## src/rtl/cell_grid_occupancy_map_assert.svh

```systemverilog
// Assertion macros for the cell grid occupancy map RTL.
// Used by modules that check their own sequencing; needs no other file.
`ifndef CELL_GRID_OCCUPANCY_MAP_ASSERT_SVH
`define CELL_GRID_OCCUPANCY_MAP_ASSERT_SVH

// Same-cycle implication, checked outside reset.
`define CGOM_ASSERT_IMPL(label, clk, rst_n, ante, cons) \
    label: assert property (@(posedge clk) disable iff (!(rst_n)) (ante) |-> (cons)) \
        else $error("cgom assertion failed");

// Next-cycle implication, checked outside reset.
`define CGOM_ASSERT_NEXT(label, clk, rst_n, ante, cons) \
    label: assert property (@(posedge clk) disable iff (!(rst_n)) (ante) |=> (cons)) \
        else $error("cgom assertion failed");

`endif

```

## src/rtl/cgom_pkg.sv

```systemverilog
// Shared types and codes for the cell grid occupancy map.
// No dependencies.
`timescale 1ns / 1ps
`default_nettype none

package cgom_pkg;

    localparam logic [1:0] OP_PLACE = 2'd0;
    localparam logic [1:0] OP_READ  = 2'd1;
    localparam logic [1:0] OP_CLEAR = 2'd2;

    localparam logic [1:0] STAT_OK     = 2'd0;
    localparam logic [1:0] STAT_OUT    = 2'd1;
    localparam logic [1:0] STAT_USED   = 2'd2;
    localparam logic [1:0] STAT_FAILED = 2'd3;

    localparam logic [1:0] KIND_EMPTY   = 2'd0;
    localparam logic [1:0] KIND_COVERED = 2'd1;
    localparam logic [1:0] KIND_ANCHOR  = 2'd2;

    localparam int CFG_IDX_W  = 1;
    localparam int CFG_DATA_W = 6;
    localparam logic [CFG_IDX_W-1:0] CFG_NUM_COLS = 1'b0;
    localparam logic [CFG_IDX_W-1:0] CFG_NUM_ROWS = 1'b1;

    typedef struct packed {
        logic [1:0] opcode;
        logic [4:0] col;
        logic [4:0] row;
        logic [5:0] col_span;
        logic [5:0] row_span;
        logic [7:0] cell_id;
        logic       extra_line;
    } in_item_t;

    typedef struct packed {
        logic [1:0] status;
        logic [1:0] entry_kind;
        logic [7:0] entry_cell;
        logic       any_extra_line;
    } out_item_t;

    typedef struct packed {
        logic [1:0] kind;
        logic [7:0] id;
    } entry_t;

    typedef struct packed {
        logic   rd_en;
        logic   wr_en;
        entry_t wr_data;
    } ram_ctl_t;

    typedef enum logic [2:0] {
        ST_SWEEP_RST,
        ST_IDLE,
        ST_WALK,
        ST_TEST,
        ST_RDATA,
        ST_SWEEP_CLR,
        ST_DONE
    } state_t;

endpackage

`default_nettype wire

```

## src/rtl/cgom_out_reg.sv

```systemverilog
// Result register between the sequencer and the result channel.
// Depends on cgom_pkg for the result type.
`timescale 1ns / 1ps
`default_nettype none

module cgom_out_reg (
    input  wire                  aclk,
    input  wire                  aresetn,
    input  wire                  load,
    input  cgom_pkg::out_item_t  load_data,
    output logic                 free,
    output logic                 m_valid,
    input  wire                  m_ready,
    output cgom_pkg::out_item_t  m_data
);

    logic                valid_reg;
    logic                valid_next;
    cgom_pkg::out_item_t data_reg;

    assign free = !valid_reg || m_ready;

    always_comb begin
        valid_next = valid_reg;
        if (load) begin
            valid_next = 1'b1;
        end else if (m_ready) begin
            valid_next = 1'b0;
        end
    end

    always_ff @(posedge aclk) begin
        if (!aresetn) begin
            valid_reg <= 1'b0;
        end else begin
            valid_reg <= valid_next;
        end
    end

    always_ff @(posedge aclk) begin
        if (load) begin
            data_reg <= load_data;
        end
    end

    assign m_valid = valid_reg;
    assign m_data  = data_reg;

endmodule

`default_nettype wire

```

## config.mk

```make
export PLATFORM = sky130hd
export DESIGN_NAME = cgom_out_reg
export DESIGN_NICKNAME = d
export VERILOG_FILES = /design/src/rtl/cell_grid_occupancy_map_assert.svh /design/src/rtl/cgom_pkg.sv /design/src/rtl/cgom_out_reg.sv
export SDC_FILE = /design/constraint.sdc
export NUM_CORES = 1
export LEC_CHECK = 0
export BUFFER_PORTS_ARGS = -buffer_cell sky130_fd_sc_hd__clkbuf_2
export CAP_MARGIN = 10
export CORE_MARGIN = 3
export CORE_UTILIZATION = 30
export CTS_BUF_LIST = sky130_fd_sc_hd__clkbuf_2 sky130_fd_sc_hd__clkbuf_4 sky130_fd_sc_hd__clkbuf_8
export CTS_CLUSTER_SIZE = 20
export DETAILED_ROUTE_END_ITERATION = 10
export PLACE_DENSITY = 0.64
export SETUP_SLACK_MARGIN = 0.4
export SYNTH_ARGS = -nofsm -noshare
export SYNTH_HDL_FRONTEND = slang
export SYNTH_SLANG_ARGS = --single-unit
```

## constraint.sdc

```tcl
create_clock -name aclk -period 0.8 [get_ports aclk]
set_input_delay 0 -clock aclk [delete_from_list [all_inputs] [get_ports aclk]]
set_output_delay 0 -clock aclk [all_outputs]
set_load 0.02 [all_outputs]
```

# == Word level (Yosys, flattened, before mapping) ==
# Index checks and enable logic that the tools add are counted.
# totals
regBits,14
inputBits,17
out_inout_bits,15
# classes
muxes,2
n_reduce_logical,3
# ops
operator,count
$mux 1,2
$reduce_bool 2->1,1
$logic_not 1->1,1
$logic_or 1x1->1,1

# == Logic depth before layout (Yosys ltp) ==
# Gate-level depths: netlist (run 1).
# logic_depth
depth_word,2
mapped_depth,2

# == Worst setup path before layout (run 1) ==
# Ideal clock, no wire load.
# synth_timing
path_kind,register to register
startpoint,"reg, netlist name m_valid"
endpoint,reg valid_reg (netlist: m_valid)
setup_time_ps,66
arrival_time_ps,708
path_slack_ps,26
path_stages_with_launch,3
n_path_buf,0
path_cell_list,dfxtp_1 > nand2b_4 > a21boi_2
# synth_lines
element,line,text
end signal: assignment,cgom_out_reg.sv:36,valid_reg <= valid_next;
end: declaration,cgom_out_reg.sv:17,logic valid_reg;

# == Final worst setup path (run 1) ==
# layout_timing
startpoint,reg data_reg (netlist bit m_data[7])
endpoint,out m_data[7] in the netlist's numbering
# layout_lines
element,line,text
start: declaration,cgom_out_reg.sv:19,cgom_pkg::out_item_t data_reg;
start signal: assignment,cgom_out_reg.sv:42,data_reg <= load_data;
end: declaration,cgom_out_reg.sv:14,output cgom_pkg::out_item_t m_data
# No word-level cell between the ends.

==> results of run 1 <==
==> routing by layer <==
metal / wire [um] / vias up / GRT usage
met4: 0 / 0 / 0.05422
li1: - / 139 / -
met1: 229 / 126 / 0.07612
met5: 0 / - / 0
met3: 77 / 0 / 0.04472
met2: 474 / 15 / 0.1599
==> cells in the final DEF, fill, tap and decap left out <==
master	Yosys	final
a21boi_2	1	1
buf_2	0	6
buf_4	0	1
buf_6	0	8
buf_8	0	1
clkbuf_2	0	16
clkbuf_4	0	3
clkinv_1	0	1
dfxtp_4	0	1
edfxtp_1	13	13
inv_1	1	1
nand2b_4	1	1
==> stage by stage <==
stage               total power, uW  setup TNS, ns  area (sq um)  worst slack, ns  utilization
floorplan                     983.0              0         442.9           0.1647            -
global placement               1080              0         616.8           0.1836       0.4625
detailed placement             1085              0         616.8           0.1560       0.4625
CTS                            1483        -0.2100         661.9         -0.04136       0.4962
global route                   1581        -0.6008         710.7         -0.07004       0.5328
finish                         1500       -0.06810         710.7         -0.02507       0.5328
==> registers in the layout, indices dropped and copies added, names as in the netlist <==
name / cells
m_data: 13
m_valid: 1
==> worst max-delay path by stage <==
stage | cells after the start | end | slack [ns] | from
2_1_floorplan | 2 | m_valid | 0.16 | m_valid
3_3_place_gp | 1 | m_data[11] | 0.18 | load
3_5_place_dp | 1 | m_data[11] | 0.16 | load
4_1_cts | 2 | free | -0.04 | m_valid
5_1_grt | 1 | m_data[7] | -0.07 | m_data[7]
6_report | 1 | m_data[7] | -0.03 | m_data[7]
==> cell type report <==
| class | instances | area share |
|---|---|---|
| Timing Repair Buffer | 32 | 0.3134 |
| Multi-Input combinational cell | 2 | 0.03521 |
| Clock inverter | 1 | 0.005282 |
| Clock buffer | 3 | 0.03169 |
| Sequential cell | 14 | 0.5827 |
| Tap cell | 15 | 0.02641 |
| Inverter | 1 | 0.005282 |
==> worst register-to-register path, stage by stage (launching register included) <==
cell,delay (ns)
dfxtp_4,0.37
nand2b_4,0.06
buf_4,0.13
a21boi_2,0.10
==> power by group through the flow <==
stage                     Combinational [uW]  Sequential, uW  Clock (uW)
final                                    232             883         385
after global routing                     247             889         445
after CTS                                199             878         407
after detailed placement                 190             895           0
after global placement                   188             893           0
after floorplan                         13.1             970           0
==> cells by family (layout without fill, tap and decap cells) <==
group / after synthesis / count (layout) / synth area share
buf+inv: 1 / 37 / 0.008539
flops: 14 / 14 / 0.9345
compound gates: 1 / 1 / 0.02564
simple gates: 1 / 1 / 0.03133
==> repair_timing <==
action | CTS | global route
setup buffers | 1 | 0
endpoints found under the setup margin | 16 | 16
resized for setup | 3 | 30
endpoints found under the hold margin | 14 | 14
==> qor.csv, run 1 <==
metric;value;unit
synth.avg_cell_area;25.83;sq um
ys_ff_latch;14;
slew_viol_final;0;
path_cells;buf_6;
start_kind;register;
yosysUniqueCellTypes;5;
required;0.80;ns
crit_type;reg -> out;
synth-edff-count;13;
slowest_delay;0.41;ns
numCtsBuffers;3;
worst_slew_pin_slew;0.3272;ns
cts.clk_slew.worst_paths;0.08;ns
relSlewSlack;0.7819;
synth_flop_cell;edfxtp_1;
cts_root_buf;clkbuf_4;
min_path_cells;1;
synthTopCellsByArea;edfxtp_1 (89%), dfxtp_1 (4.6%), nand2b_4 (3.1%);
post-route-period-util;1.031;
die_h;44.26;um
fillers;112;
r2r_slack;0.08;ns
path_max_fanout;1;
power_frac_clock;0.256;
sw_frac_of_total;0.2296;
grt_pass1_vias;290;
setup_viol;6;
rr_endpoint;m_valid;
reg2reg_depth;3;
whs_endpoint;m_data[4];
synthCells;17;
worstPathArrival;0.83;ns
htreeDepth;1;
drc;0;
p_int;1156;uW
port_buffers;31;
cpLargestDelayFamily;flip-flops;
cts_tree;yes;
cap_violations;0;
holdWs;-0.1007;ns
power_switching;344.4;uW
start_util;0.3293;
drt_wl_total;781;um
viasPerCell;4.118;
skew;0;ns
ys_async_sr_fraction;0;
yosys_warnings;0;
diodes;0;
clock-sinks;14;
postRouteAntennaNets;0;
grt_pass1_wl;1.166;mm
gp_congestion;0.5816;
r2r-start;m_valid;
seq_area_frac_synth;0.9345;
dp.cells;63;
grt_overflow;0;
nets;71;
grt_usage;0.08874;
rsz0062_at_grt;true;
hold_viol;14;
p_seq_frac;0.589;
area_growth;61.82;%
violations;hold timing, setup timing;
multi_input_area;25.02;sq um
path_buf_inv;1;
drt_iter0_drc;0;
status;finished with violations;
antenna_found_initial;0;
synth_most_common_cell;edfxtp_1;
wl_per_cell;11.49;um
power_leakage;0.0003179;uW
die_area;1959;sq um
die_w;44.26;um
area.sequential;414.1;sq um
p_per_area;2111;nW/um^2
synth_top_area_share;0.8889;
num_vias;280;
fmax;1212;MHz
syn_nets;34;
worst_slack;-0.02507;ns
clk_latency;0.27;ns
row_count;13;
power_frac_comb;0.155;
netlist_top_cells_count;edfxtp_1 (13), a21boi_2 (1), dfxtp_1 (1), inv_1 (1), nand2b_4 (1);
io_pins;32;
core_area;1334;sq um
irDropWorstVdd;0.7585;mV
endpoint_kind;output port;
layoutNonFillerInstCount;68;
dr.pass1.iters;1;
synth_top_cell_by_area;edfxtp_1;
layout-drive-gt1-share;0.7170;
min_period;0.8251;ns
clockBufferDepth;2;
cpMaxStageDelayCell;edfxtp_1;
grt_max_degree;15;
synth_area;439.2;sq um
hp-start;load_data[4];
min_path_type;in -> reg;
No activity file was read; power rests on OpenSTA's default activity.
==> run 2, diff against run 1 <==
CELL_PAD_IN_SITES_DETAIL_PLACEMENT = 0   (was default)
CELL_PAD_IN_SITES_GLOBAL_PLACEMENT = 1   (was default)
CORE_UTILIZATION = 31   (was 30)
PLACE_DENSITY = 0.81   (was 0.64)
SLEW_MARGIN = 40   (was default)
==> qor.csv, run 2 (synthesis results as in run 1) <==
metric;value;unit;change
setup_viol;2;;-4
irDropWorstVdd;1.183;mV;+56%
rsz0062_at_grt;true;;
largest_reg_flops;13;;unchanged
dr.pass1.iters;3;;+2
clock-sinks;14;;unchanged
cpLargestDelayFamily;flip-flops;;
required;0.80;ns;about the same
viasPerCell;4.179;;+1.5%
p_per_area;2106;nW/um^2;-0.21%
min_path_type;in -> reg;;
status;finished with violations;;
drt_iter0_drc;6;;+6
path_buf_inv;1;;unchanged
skew;0;ns;unchanged
power_leakage;0.0003169;uW;-0.32%
hold_viol;14;;unchanged
sw_frac_of_total;0.2240;;-0.005623
min_path_cells;1;;unchanged
cap_violations;0;;unchanged
rr_endpoint;m_valid;;
total_power;1486;uW;-0.91%
fillers;107;;-4.5%
cts_tree;yes;;
cpMaxStageDelayCell;dfxtp_4;;
worst_slew_pin_slew;0.3213;ns;-0.005862 ns
port_buffers;31;;unchanged
power_switching;332.9;uW;-3.3%
reg2reg_depth;3;;unchanged
grtUsageMet2;0.1483;;-0.01163
cts.clk_slew.worst_paths;0.08;ns;about the same
core_area;1216;sq um;-8.8%
slowest_delay;0.36;ns;-0.05 ns
grt_max_degree;15;;unchanged
area_growth;60.68;%;
power_frac_clock;0.251;;-0.005
r2r_slack;0.10;ns;+0.02 ns
layout-drive-gt1-share;0.7170;;unchanged
met3_usage;0.04979;;+0.005077
min_period;0.8069;ns;-0.01820 ns
wl_per_cell;11.34;um;-1.2%
htreeDepth;1;;unchanged
crit_type;reg -> out;;
antenna_found_initial;0;;unchanged
drc;0;;unchanged
hp-start;load_data[12];;
grt_usage;0.08692;;-0.001818
fin_area;705.7;sq um;-0.70%
worst_slack;-0.006863;ns;+0.01820 ns
cp_num_cells;2;;+1
post-route-period-util;1.009;;-0.02275
violations;hold timing, setup timing;;
grt_overflow;0;;unchanged
relSlewSlack;0.7858;;+0.003908
whs_endpoint;m_data[12];;
start_kind;register;;
power_frac_comb;0.156;;about the same
endpoint_kind;output port;;
nets;71;;unchanged
diodes;0;;unchanged
worstPathArrival;0.81;ns;-0.02 ns
cts_root_buf;clkbuf_4;;
numCtsBuffers;3;;unchanged
drt_wl_total;760;um;-2.7%
row_count;12;;-1
holdWs;-0.09510;ns;+0.005571 ns
die_area;1904;sq um;-2.8%
clk_latency;0.26;ns;about the same
slew_viol_final;0;;unchanged
grt_pass1_wl;1.131;mm;-3.0%
postRouteAntennaNets;0;;unchanged
multi_input_area;25.02;sq um;unchanged
layout_commonest_cell;clkbuf_2;;
path_cells;nand2b_4 > buf_8;;
grt_use_met1;0.07713;;+0.001012
pre_cts_ws;0.1658;ns;+0.009737 ns
gp_congestion;0.5959;;+2.5%
fmax;1239;MHz;+2.3%
die_h;43.64;um;-1.4%
clockBufferDepth;2;;unchanged
grt_pass1_vias;263;;-9.3%
num_vias;280;;unchanged
p_seq_frac;0.594;;+0.005
path_max_fanout;2;;+1
r2r-start;m_valid;;
die_w;43.64;um;-1.4%
busiest_layer;met2;;
p_int;1153;uW;-0.19%
io_pins;32;;unchanged
start_util;0.3611;;+0.03184
dpl_cell_area;615.6;sq um;-0.20%
layout_common_cells;clkbuf_2 (16), edfxtp_1 (13), buf_6 (7), buf_2 (6), clkbuf_4 (3);;
area.sequential;414.1;sq um;unchanged
==> run 2: what timing repair did <==
item / in CTS / in global routing
hold endpoints to repair: 14 / 14
buffers inserted: 1 / 0
resized for setup: 4 / 28
endpoints found under the setup margin: 16 / 16
gates cloned: 0 / 0
pin swaps: 0 / 0
==> run 2: how the worst max path moves through the flow <==
stage,end,slack (ns),start
after floorplan,m_valid,0.16,m_valid
after detailed placement,m_data[3],0.17,load
after global routing,m_data[4],-0.06,m_data[4]
after CTS,free,-0.04,m_valid
final,free,-0.007,m_valid
after global placement,m_data[10],0.18,load
==> run 2: power groups by stage <==
| stage | Clock [uW] | Sequential [uW] | Combinational [uW] |
|---|---|---|---|
| after CTS | 398 | 878 | 202 |
| final | 373 | 882 | 231 |
| after floorplan | 0 | 970 | 13.1 |
| after global placement | 0 | 893 | 189 |
| after global routing | 441 | 889 | 243 |
| after detailed placement | 0 | 895 | 192 |
==> run 2: metal layers <==
| metal | vias up | wire (um) |
|---|---|---|
| met3 | 0 | 101 |
| met4 | 0 | 0 |
| li1 | 138 | - |
| met1 | 123 | 246 |
| met2 | 19 | 412 |
| met5 | - | 0 |
==> run 2: stage by stage <==
step                      hold slack [ns]  instances    util  setup TNS (ns)
after CTS                         -0.1064         67  0.5453         -0.1561
after global routing              -0.1229         67  0.5802         -0.5843
after detailed placement           0.1787         62  0.5062               0
after floorplan                   0.09887         17       -               0
after global placement             0.1772         62  0.5062               0
final                            -0.09510         67  0.5802       -0.009975
==> run 2: final cells by class <==
class | count | share of cell area
flip-flops and latches | 14 | 0.5869
clock buffers | 3 | 0.03191
well taps | 14 | 0.02482
multi-input cells | 2 | 0.03546
clock inverters | 1 | 0.005319
inverters | 1 | 0.005319
repair buffers | 32 | 0.3103
==> run 2: worst reg2reg max path, stage by stage (launching register included) <==
cell and delay [ns]:
dfxtp_4 0.36, nand2b_4 0.06, buf_4 0.13, a21boi_2 0.09
