$ cat config.mk
export PLATFORM = sky130hd
export DESIGN_NAME = cgom_ctrl
export DESIGN_NICKNAME = d
export VERILOG_FILES = /design/src/rtl/cgom_pkg.sv /design/src/rtl/cgom_ctrl.sv
export VERILOG_INCLUDE_DIRS = /design/src /design/src/rtl
export SDC_FILE = /design/constraint.sdc
export NUM_CORES = 1
export LEC_CHECK = 0
export BUFFER_PORTS_ARGS = -buffer_cell sky130_fd_sc_hd__buf_2
export CELL_PAD_IN_SITES_DETAIL_PLACEMENT = 1
export CELL_PAD_IN_SITES_GLOBAL_PLACEMENT = 1
export CORE_MARGIN = 3
export CORE_UTILIZATION = 39
export CTS_CLUSTER_SIZE = 14
export DETAILED_ROUTE_END_ITERATION = 8
export PLACE_DENSITY = 0.77
export SKIP_LAST_GASP = 1
export SYNTH_ARGS = -nofsm -noshare
export SYNTH_HDL_FRONTEND = slang
export SYNTH_SLANG_ARGS = --single-unit
$ cat constraint.sdc
create_clock -name aclk -period 2.6 [get_ports aclk]
set_input_delay 0.26 -clock aclk [delete_from_list [all_inputs] [get_ports aclk]]
set_output_delay 0.26 -clock aclk [all_outputs]
set_load 0.03 [all_outputs]
$ cat src/rtl/cell_grid_occupancy_map_assert.svh
// Assertion macros for the cell grid occupancy map RTL.
// Used by modules that check their own sequencing; needs no other file.
`ifndef CELL_GRID_OCCUPANCY_MAP_ASSERT_SVH
`define CELL_GRID_OCCUPANCY_MAP_ASSERT_SVH

// Same-cycle implication, checked outside reset.
`define CGOM_ASSERT_IMPL(label, clk, rst_n, ante, cons) \
    label: assert property (@(posedge clk) disable iff (!(rst_n)) (ante) |-> (cons)) \
        else $error("cgom assertion failed");

// Next-cycle implication, checked outside reset.
`define CGOM_ASSERT_NEXT(label, clk, rst_n, ante, cons) \
    label: assert property (@(posedge clk) disable iff (!(rst_n)) (ante) |=> (cons)) \
        else $error("cgom assertion failed");

`endif

$ cat src/rtl/cgom_pkg.sv
// Shared types and codes for the cell grid occupancy map.
// No dependencies.
`timescale 1ns / 1ps
`default_nettype none

package cgom_pkg;

    localparam logic [1:0] OP_PLACE = 2'd0;
    localparam logic [1:0] OP_READ  = 2'd1;
    localparam logic [1:0] OP_CLEAR = 2'd2;

    localparam logic [1:0] STAT_OK     = 2'd0;
    localparam logic [1:0] STAT_OUT    = 2'd1;
    localparam logic [1:0] STAT_USED   = 2'd2;
    localparam logic [1:0] STAT_FAILED = 2'd3;

    localparam logic [1:0] KIND_EMPTY   = 2'd0;
    localparam logic [1:0] KIND_COVERED = 2'd1;
    localparam logic [1:0] KIND_ANCHOR  = 2'd2;

    localparam int CFG_IDX_W  = 1;
    localparam int CFG_DATA_W = 6;
    localparam logic [CFG_IDX_W-1:0] CFG_NUM_COLS = 1'b0;
    localparam logic [CFG_IDX_W-1:0] CFG_NUM_ROWS = 1'b1;

    typedef struct packed {
        logic [1:0] opcode;
        logic [4:0] col;
        logic [4:0] row;
        logic [5:0] col_span;
        logic [5:0] row_span;
        logic [7:0] cell_id;
        logic       extra_line;
    } in_item_t;

    typedef struct packed {
        logic [1:0] status;
        logic [1:0] entry_kind;
        logic [7:0] entry_cell;
        logic       any_extra_line;
    } out_item_t;

    typedef struct packed {
        logic [1:0] kind;
        logic [7:0] id;
    } entry_t;

    typedef struct packed {
        logic   rd_en;
        logic   wr_en;
        entry_t wr_data;
    } ram_ctl_t;

    typedef enum logic [2:0] {
        ST_SWEEP_RST,
        ST_IDLE,
        ST_WALK,
        ST_TEST,
        ST_RDATA,
        ST_SWEEP_CLR,
        ST_DONE
    } state_t;

endpackage

`default_nettype wire

$ cat src/rtl/cgom_ctrl.sv
// Sequencer: place walk, entry read, reset and clear sweeps and sticky flags.
// Depends on cgom_pkg and cell_grid_occupancy_map_assert.svh.
`timescale 1ns / 1ps
`default_nettype none

`include "cell_grid_occupancy_map_assert.svh"

module cgom_ctrl #(
    parameter int MAX_COLS  = 32,
    parameter int MAX_ROWS  = 32,
    parameter int MAX_CELLS = 256,
    parameter int ADDR_W    = 10
) (
    input  wire                  aclk,
    input  wire                  aresetn,
    input  wire  [5:0]           num_cols,
    input  wire  [5:0]           num_rows,
    input  wire                  s_valid,
    output logic                 s_ready,
    input  cgom_pkg::in_item_t   s_data,
    output cgom_pkg::ram_ctl_t   ram_ctl,
    output logic [ADDR_W-1:0]    ram_addr,
    input  cgom_pkg::entry_t     ram_rd_data,
    input  wire                  out_free,
    output logic                 out_load,
    output cgom_pkg::out_item_t  out_data
);

    localparam int DEPTH = MAX_COLS * MAX_ROWS;
    localparam logic [ADDR_W-1:0] LAST_ADDR = ADDR_W'(DEPTH - 1);

    cgom_pkg::state_t    state_reg, state_next;
    cgom_pkg::in_item_t  item_reg, item_next;
    cgom_pkg::out_item_t res_reg, res_next;
    logic [5:0]          x_reg, x_next, y_reg, y_next;
    logic [6:0]          x_end_reg, x_end_next, y_end_reg, y_end_next;
    logic [ADDR_W-1:0]   cnt_reg, cnt_next;
    logic                failed_reg, failed_next;
    logic                extra_reg, extra_next;

    function automatic logic in_grid(input logic [5:0] x, input logic [5:0] y,
                                     input logic [5:0] nc, input logic [5:0] nr);
        in_grid = (32'(x) < 32'(nc)) && (32'(x) < MAX_COLS) &&
                  (32'(y) < 32'(nr)) && (32'(y) < MAX_ROWS);
    endfunction

    function automatic logic [ADDR_W-1:0] grid_addr(input logic [5:0] x,
                                                    input logic [5:0] y);
        grid_addr = ADDR_W'(32'(y) * MAX_COLS + 32'(x));
    endfunction

    logic              s_accept;
    logic              in_rd_ok;
    logic              id_bad;
    logic              span_zero;
    logic              walk_ok;
    logic              entry_used;
    logic              anchor_pos;
    logic [6:0]        x_inc, y_inc;
    logic              y_wrap;
    logic              walk_last;
    logic              sweep_last;

    assign s_accept   = s_valid && s_ready;
    assign in_rd_ok   = in_grid({1'b0, s_data.col}, {1'b0, s_data.row}, num_cols, num_rows);
    assign id_bad     = 32'(s_data.cell_id) >= MAX_CELLS;
    assign span_zero  = (s_data.col_span == 6'd0) || (s_data.row_span == 6'd0);
    assign walk_ok    = in_grid(x_reg, y_reg, num_cols, num_rows);
    assign entry_used = ram_rd_data.kind != cgom_pkg::KIND_EMPTY;
    assign anchor_pos = (x_reg == {1'b0, item_reg.col}) && (y_reg == {1'b0, item_reg.row});
    assign x_inc      = {1'b0, x_reg} + 7'd1;
    assign y_inc      = {1'b0, y_reg} + 7'd1;
    assign y_wrap     = y_inc == y_end_reg;
    assign walk_last  = y_wrap && (x_inc == x_end_reg);
    assign sweep_last = cnt_reg == LAST_ADDR;

    // next state
    always_comb begin
        state_next = state_reg;
        case (state_reg)
            cgom_pkg::ST_SWEEP_RST: begin
                if (sweep_last) begin
                    state_next = cgom_pkg::ST_IDLE;
                end
            end
            cgom_pkg::ST_SWEEP_CLR: begin
                if (sweep_last) begin
                    state_next = cgom_pkg::ST_DONE;
                end
            end
            cgom_pkg::ST_IDLE: begin
                if (s_valid) begin
                    case (s_data.opcode)
                        cgom_pkg::OP_PLACE: begin
                            if (failed_reg || id_bad || span_zero) begin
                                state_next = cgom_pkg::ST_DONE;
                            end else begin
                                state_next = cgom_pkg::ST_WALK;
                            end
                        end
                        cgom_pkg::OP_READ: begin
                            state_next = in_rd_ok ? cgom_pkg::ST_RDATA : cgom_pkg::ST_DONE;
                        end
                        cgom_pkg::OP_CLEAR: begin
                            state_next = cgom_pkg::ST_SWEEP_CLR;
                        end
                        default: begin
                            state_next = cgom_pkg::ST_DONE;
                        end
                    endcase
                end
            end
            cgom_pkg::ST_WALK: begin
                state_next = walk_ok ? cgom_pkg::ST_TEST : cgom_pkg::ST_DONE;
            end
            cgom_pkg::ST_TEST: begin
                if (entry_used || walk_last) begin
                    state_next = cgom_pkg::ST_DONE;
                end else begin
                    state_next = cgom_pkg::ST_WALK;
                end
            end
            cgom_pkg::ST_RDATA: begin
                state_next = cgom_pkg::ST_DONE;
            end
            cgom_pkg::ST_DONE: begin
                if (out_free) begin
                    state_next = cgom_pkg::ST_IDLE;
                end
            end
            default: begin
                state_next = cgom_pkg::ST_SWEEP_RST;
            end
        endcase
    end

    // outputs
    always_comb begin
        s_ready         = 1'b0;
        out_load        = 1'b0;
        ram_ctl.rd_en   = 1'b0;
        ram_ctl.wr_en   = 1'b0;
        ram_ctl.wr_data = '0;
        ram_addr        = grid_addr(x_reg, y_reg);
        case (state_reg)
            cgom_pkg::ST_SWEEP_RST, cgom_pkg::ST_SWEEP_CLR: begin
                ram_ctl.wr_en = 1'b1;
                ram_addr      = cnt_reg;
            end
            cgom_pkg::ST_IDLE: begin
                s_ready       = 1'b1;
                ram_ctl.rd_en = s_valid && (s_data.opcode == cgom_pkg::OP_READ) && in_rd_ok;
                ram_addr      = grid_addr({1'b0, s_data.col}, {1'b0, s_data.row});
            end
            cgom_pkg::ST_WALK: begin
                ram_ctl.rd_en = walk_ok;
            end
            cgom_pkg::ST_TEST: begin
                ram_ctl.wr_en = !entry_used;
                if (anchor_pos) begin
                    ram_ctl.wr_data.kind = cgom_pkg::KIND_ANCHOR;
                    ram_ctl.wr_data.id   = item_reg.cell_id;
                end else begin
                    ram_ctl.wr_data.kind = cgom_pkg::KIND_COVERED;
                end
            end
            cgom_pkg::ST_DONE: begin
                out_load = out_free;
            end
            default: begin
                s_ready = 1'b0;
            end
        endcase
    end

    always_comb begin
        out_data                = res_reg;
        out_data.any_extra_line = extra_reg;
    end

    // datapath
    always_comb begin
        item_next   = item_reg;
        res_next    = res_reg;
        x_next      = x_reg;
        y_next      = y_reg;
        x_end_next  = x_end_reg;
        y_end_next  = y_end_reg;
        cnt_next    = cnt_reg;
        failed_next = failed_reg;
        extra_next  = extra_reg;
        case (state_reg)
            cgom_pkg::ST_SWEEP_RST, cgom_pkg::ST_SWEEP_CLR: begin
                cnt_next = cnt_reg + ADDR_W'(1);
            end
            cgom_pkg::ST_IDLE: begin
                if (s_accept) begin
                    item_next  = s_data;
                    res_next   = '0;
                    x_next     = {1'b0, s_data.col};
                    y_next     = {1'b0, s_data.row};
                    x_end_next = {2'b0, s_data.col} + {1'b0, s_data.col_span};
                    y_end_next = {2'b0, s_data.row} + {1'b0, s_data.row_span};
                    cnt_next   = '0;
                    case (s_data.opcode)
                        cgom_pkg::OP_PLACE: begin
                            if (failed_reg) begin
                                res_next.status = cgom_pkg::STAT_FAILED;
                            end else begin
                                // extra line counts even if this place fails
                                if (s_data.extra_line) begin
                                    extra_next = 1'b1;
                                end
                                if (id_bad) begin
                                    failed_next     = 1'b1;
                                    res_next.status = cgom_pkg::STAT_OUT;
                                end
                            end
                        end
                        cgom_pkg::OP_READ: begin
                            if (!in_rd_ok) begin
                                res_next.status = failed_reg ? cgom_pkg::STAT_FAILED
                                                             : cgom_pkg::STAT_OUT;
                            end
                        end
                        cgom_pkg::OP_CLEAR: begin
                            failed_next = 1'b0;
                            extra_next  = 1'b0;
                        end
                        default: begin
                            res_next = '0;
                        end
                    endcase
                end
            end
            cgom_pkg::ST_WALK: begin
                if (!walk_ok) begin
                    failed_next     = 1'b1;
                    res_next.status = cgom_pkg::STAT_OUT;
                end
            end
            cgom_pkg::ST_TEST: begin
                if (entry_used) begin
                    failed_next     = 1'b1;
                    res_next.status = cgom_pkg::STAT_USED;
                end else if (y_wrap) begin
                    y_next = {1'b0, item_reg.row};
                    x_next = x_inc[5:0];
                end else begin
                    y_next = y_inc[5:0];
                end
            end
            cgom_pkg::ST_RDATA: begin
                res_next.entry_kind = ram_rd_data.kind;
                res_next.entry_cell = (ram_rd_data.kind == cgom_pkg::KIND_ANCHOR)
                                      ? ram_rd_data.id : 8'd0;
                res_next.status     = failed_reg ? cgom_pkg::STAT_FAILED : cgom_pkg::STAT_OK;
            end
            default: begin
                res_next = res_reg;
            end
        endcase
    end

    always_ff @(posedge aclk) begin
        if (!aresetn) begin
            state_reg  <= cgom_pkg::ST_SWEEP_RST;
            cnt_reg    <= '0;
            failed_reg <= 1'b0;
            extra_reg  <= 1'b0;
        end else begin
            state_reg  <= state_next;
            cnt_reg    <= cnt_next;
            failed_reg <= failed_next;
            extra_reg  <= extra_next;
        end
    end

    always_ff @(posedge aclk) begin
        item_reg  <= item_next;
        res_reg   <= res_next;
        x_reg     <= x_next;
        y_reg     <= y_next;
        x_end_reg <= x_end_next;
        y_end_reg <= y_end_next;
    end

    `CGOM_ASSERT_IMPL(a_no_rd_wr_overlap, aclk, aresetn, ram_ctl.wr_en, !ram_ctl.rd_en)
    `CGOM_ASSERT_IMPL(a_test_follows_read, aclk, aresetn, state_reg == cgom_pkg::ST_TEST, $past(ram_ctl.rd_en))
    `CGOM_ASSERT_IMPL(a_walk_writes_empty, aclk, aresetn, (state_reg == cgom_pkg::ST_TEST) && ram_ctl.wr_en, ram_rd_data.kind == cgom_pkg::KIND_EMPTY)
    `CGOM_ASSERT_NEXT(a_failed_place_inert, aclk, aresetn, s_accept && (s_data.opcode == cgom_pkg::OP_PLACE) && failed_reg, failed_reg && $stable(extra_reg))

endmodule

`default_nettype wire

# Word-level counts from Yosys, hierarchy flattened
# Index checks and enable logic that the tools add are counted.
# W data, S select, Z words.
# word_totals
out_inout_bits,37
inputBits,59
word_cells,134
ff_bits,71
# op_classes
addsub,7
muxes,47
eq_ne,26
magnitude_cmp,6
n_reduce_logical,34
# op_table
cell,count
$pmux W10 S2,3
$mux W6,6
$pmux W6 S2,2
$ne A2 B2 Y1 const B,11
$mux W3,7
$pmux W3 S7,1
$mux W10,2
$mux W8,2
$add A5 B6 Y7,2
$add A6 B1 Y7 const B,2
$eq A7 B7 Y1,2
$mux W2,7
$mux W13,1
$eq A6 B5 Y1,2
$logic_not A6 Y1,2
$lt A5 B6 Y1,2
$lt A6 B6 Y1,2
$lt A6 B6 Y1 const B,2
$reduce_and A4 Y1,3
$add A10 B1 Y10 const B,1
$add A10 B5 Y10,1
$add A10 B6 Y10,1
$eq A10 B10 Y1 const B,1
$reduce_and A5 Y1,2
other kinds (23),53

# Logic depth before layout (Yosys ltp)
# depth
ltp_word,7
mapped_depth,9
depth_no_buf,8

# Worst setup path before layout
# Ideal clock, no wire load.
# synth_timing
path_type,flip-flop to output port
from,register state_reg[2]
to,output ram_ctl[11] in the netlist's numbering
t_required_ns,2.340
stages_incl_launch_ff,6
n_path_buf,0
path_slack_ns,0.006
arrival_ns,2.334
path_cell_list,dfxtp_1 -> or3b_2 -> inv_1 -> nand2_1 -> inv_1 -> a31o_2
# synth_lines
element,line,text
"start, declared",cgom_ctrl.sv:32,"cgom_pkg::state_t state_reg, state_next;"
"start signal, assigned",cgom_ctrl.sv:267,state_reg <= cgom_pkg::ST_SWEEP_RST;
"start signal, assigned",cgom_ctrl.sv:272,state_reg <= state_next;
"end, declared",cgom_ctrl.sv:21,"output cgom_pkg::ram_ctl_t ram_ctl,"

==> impl_metrics.ini <==
[clock_tree]
numCtsBuffers = 9
htree_levels = 3
cts.clk_slew.worst_paths_ps = 60
ctsHoldBuffers = 0
cts_sinks = 71
cts_buffer_depth = 2
cts_tree = yes
cts_root_buf = clkbuf_16
insertion_delay_ps = 340

[setup_path]
end_kind = output port
critical_path.startpoint_type = flop
cp-startpoint = y_reg[3]
reg2reg_from = y_reg[0]
worst-path-max-fanout = 5
cp.arrival_ps = 2420
cp.required_ps = 2340
critical_path_class = flop to output port

[timing]
slew_violations = 0
final_hold_viol_count = 0
clock_skew_ps = 5.40
rsz0062_at_grt = yes
setup_viol = 4
slew-limit-headroom = 0.650
fmax_mhz = 373
worst_pin_slew_ps = 521
fin_hold_ws_ps = 102
finalCriticalPeriod_ps = 2680
period_share = 1.03
worst_slack_ps = -80.5

[yosys]
async_flop_share = 0
synth_cells = 499
syn_area_um2 = 4870
syn_nets = 600
yosysTopAreaCellShare = 0.346
ys_seq_area_frac = 0.407
synth_most_common_cell = edfxtp_1
synth.area.top_cells = edfxtp_1 35%, ha_1 10%, dfxtp_1 6.2%
yosysTopAreaCell = edfxtp_1
syn_area_per_cell_um2 = 9.75
synth-edff-count = 56
ys_warn_count = 0
synth_ff_type = edfxtp_1
synth_cell_types = 58
ys_ff_latch = 71
synth_commonest_cells = 56 x edfxtp_1, 40 x ha_1, 37 x nand2_1

[grt]
grt_max_degree = 34
track_usage = 0.222
grt_overflow = 0
grt_pass1_vias = 4656
grt_pass1_wl_um = 24500
antenna_found_initial = 0

[die]
die_x_um = 118
design.core.area_um2 = 12100
initial_core_util = 0.402
dieHeight_um = 118
rows = 40
io_pins = 96
dieArea_um2 = 13900

[detailed_routing]
antenna_left = 0
vias = 4390
viasPerCell = 5.59
drtIter0Drc = 253
wirelength_um = 15800
wl_per_cell_um = 20.1
drc = 0
drt-pass1-iter-count = 5

[finish]
stdcell_count = 785
largest_register_ffs = 18
synthToLayoutAreaGrowth_pct = 25.3
drive_above_1_share = 0.266
diodes = 0
nets = 713

[flow_run]
drv_cap = 0

[outcome]
violations = negative setup slack
outcome = finished, violations left

[place]
dp.cells = 761
hpwlAfterDp_um = 11800
portBuffers = 95
place_congestion = 0.941

[min_path]
min_from = s_data[8]
hold_path_class = input pin to flop

[power_and_ir_drop]
leakage_nw = 2.62
p_per_area_nw_per_um2 = 642
peakVddDrop_uv = 319
[where the power goes]
group          switching (W)  leakage, nW  internal (W)  total (W)
Combinational       0.000661         1.82      0.000388    0.00105
Clock               0.000516        0.166      0.000941    0.00146
Sequential         0.0000678        0.643       0.00134    0.00141
Total                0.00124         2.62       0.00267    0.00391
[layout make-up]
cell class	instances	area (um^2)
Fill cell	1425	6010
Multi-Input combinational cell	372	2710
Sequential cell	71	1980
Inverter	33	124
Clock buffer	9	225
Tap cell	168	210
Timing Repair Buffer	125	732
Clock inverter	7	120
[timing repair]
action,CTS,global route
setup endpoints to repair,10,18
pin swaps,1,4
cloned,0,1
gates resized for setup,6,19
setup buffers,4,3
hold endpoints to repair,0,0
[per-stage QoR]
step	worst slack (ps)	instance area [um^2]	power, W	utilization	setup TNS (ps)
finish	-80.5	6100	0.00391	0.504	-129
global route	-179	6100	0.00409	0.504	-1080
CTS	-38.2	6010	0.00390	0.496	-38.2
detailed placement	100	5610	0.00244	0.464	0
global placement	258	5610	0.00239	0.464	0
floorplan	6.44	4870	0.00209	-	0
[layer usage]
metal | wire length (um) | vias up | GRT usage | share of wire
met3 | 867 | 30 | 0.0356 | 0.055
li1 | - | 2037 | - | -
met4 | 351 | 0 | 0.0689 | 0.022
met1 | 6420 | 2164 | 0.271 | 0.41
met2 | 8130 | 159 | 0.400 | 0.52
met5 | 0 | - | 0 | 0
[kinds of logic (layout without fill, tap and decap cells)]
kind of cell	after synthesis	after routing	share of synthesized area
and+or+nand+nor	157	158	0.166
AOI/OAI and AO/OA	112	112	0.152
DFF	71	71	0.407
buffers and inverters	57	174	0.0483
xor gates and xnor gates	52	52	0.0979
adders and majority gates	42	42	0.111
muxes	8	8	0.0177
[critical path, stage by stage (launching register included)]
cell and delay [ps]:
edfxtp_1 430, xor2_1 190, nor4_1 270, nand4_1 270, nor4_4 270, nor2b_4 270, and2_1 180, buf_2 200
[worst paths after layout]
kind | slack, ps | depth (start not counted) | end
worst max register to register | 160 | 8 | x_reg[0]
worst min-delay path | 100 | 1 | item_reg[8]
worst max-delay path | -80 | 7 | ram_ctl[7]
worst min register to register | 560 | 2 | extra_reg
[cells in the final DEF (no fill, tap or decap), types with 7 or more instances in the layout]
cell and n:
a21oi_1 29, buf_4 30, and2_1 17, nand3_1 15
nand2b_1 7, o22ai_1 14, xor2_1 27, inv_1 33
dfxtp_1 15, nor3_1 8, edfxtp_1 56, ha_1 39
nand2_1 37, nor2b_1 8, xnor2_1 22, nor2_1 34
buf_2 90, clkbuf_16 9, o21ai_0 21, and3_1 7
(Power assumes the default switching activity.)
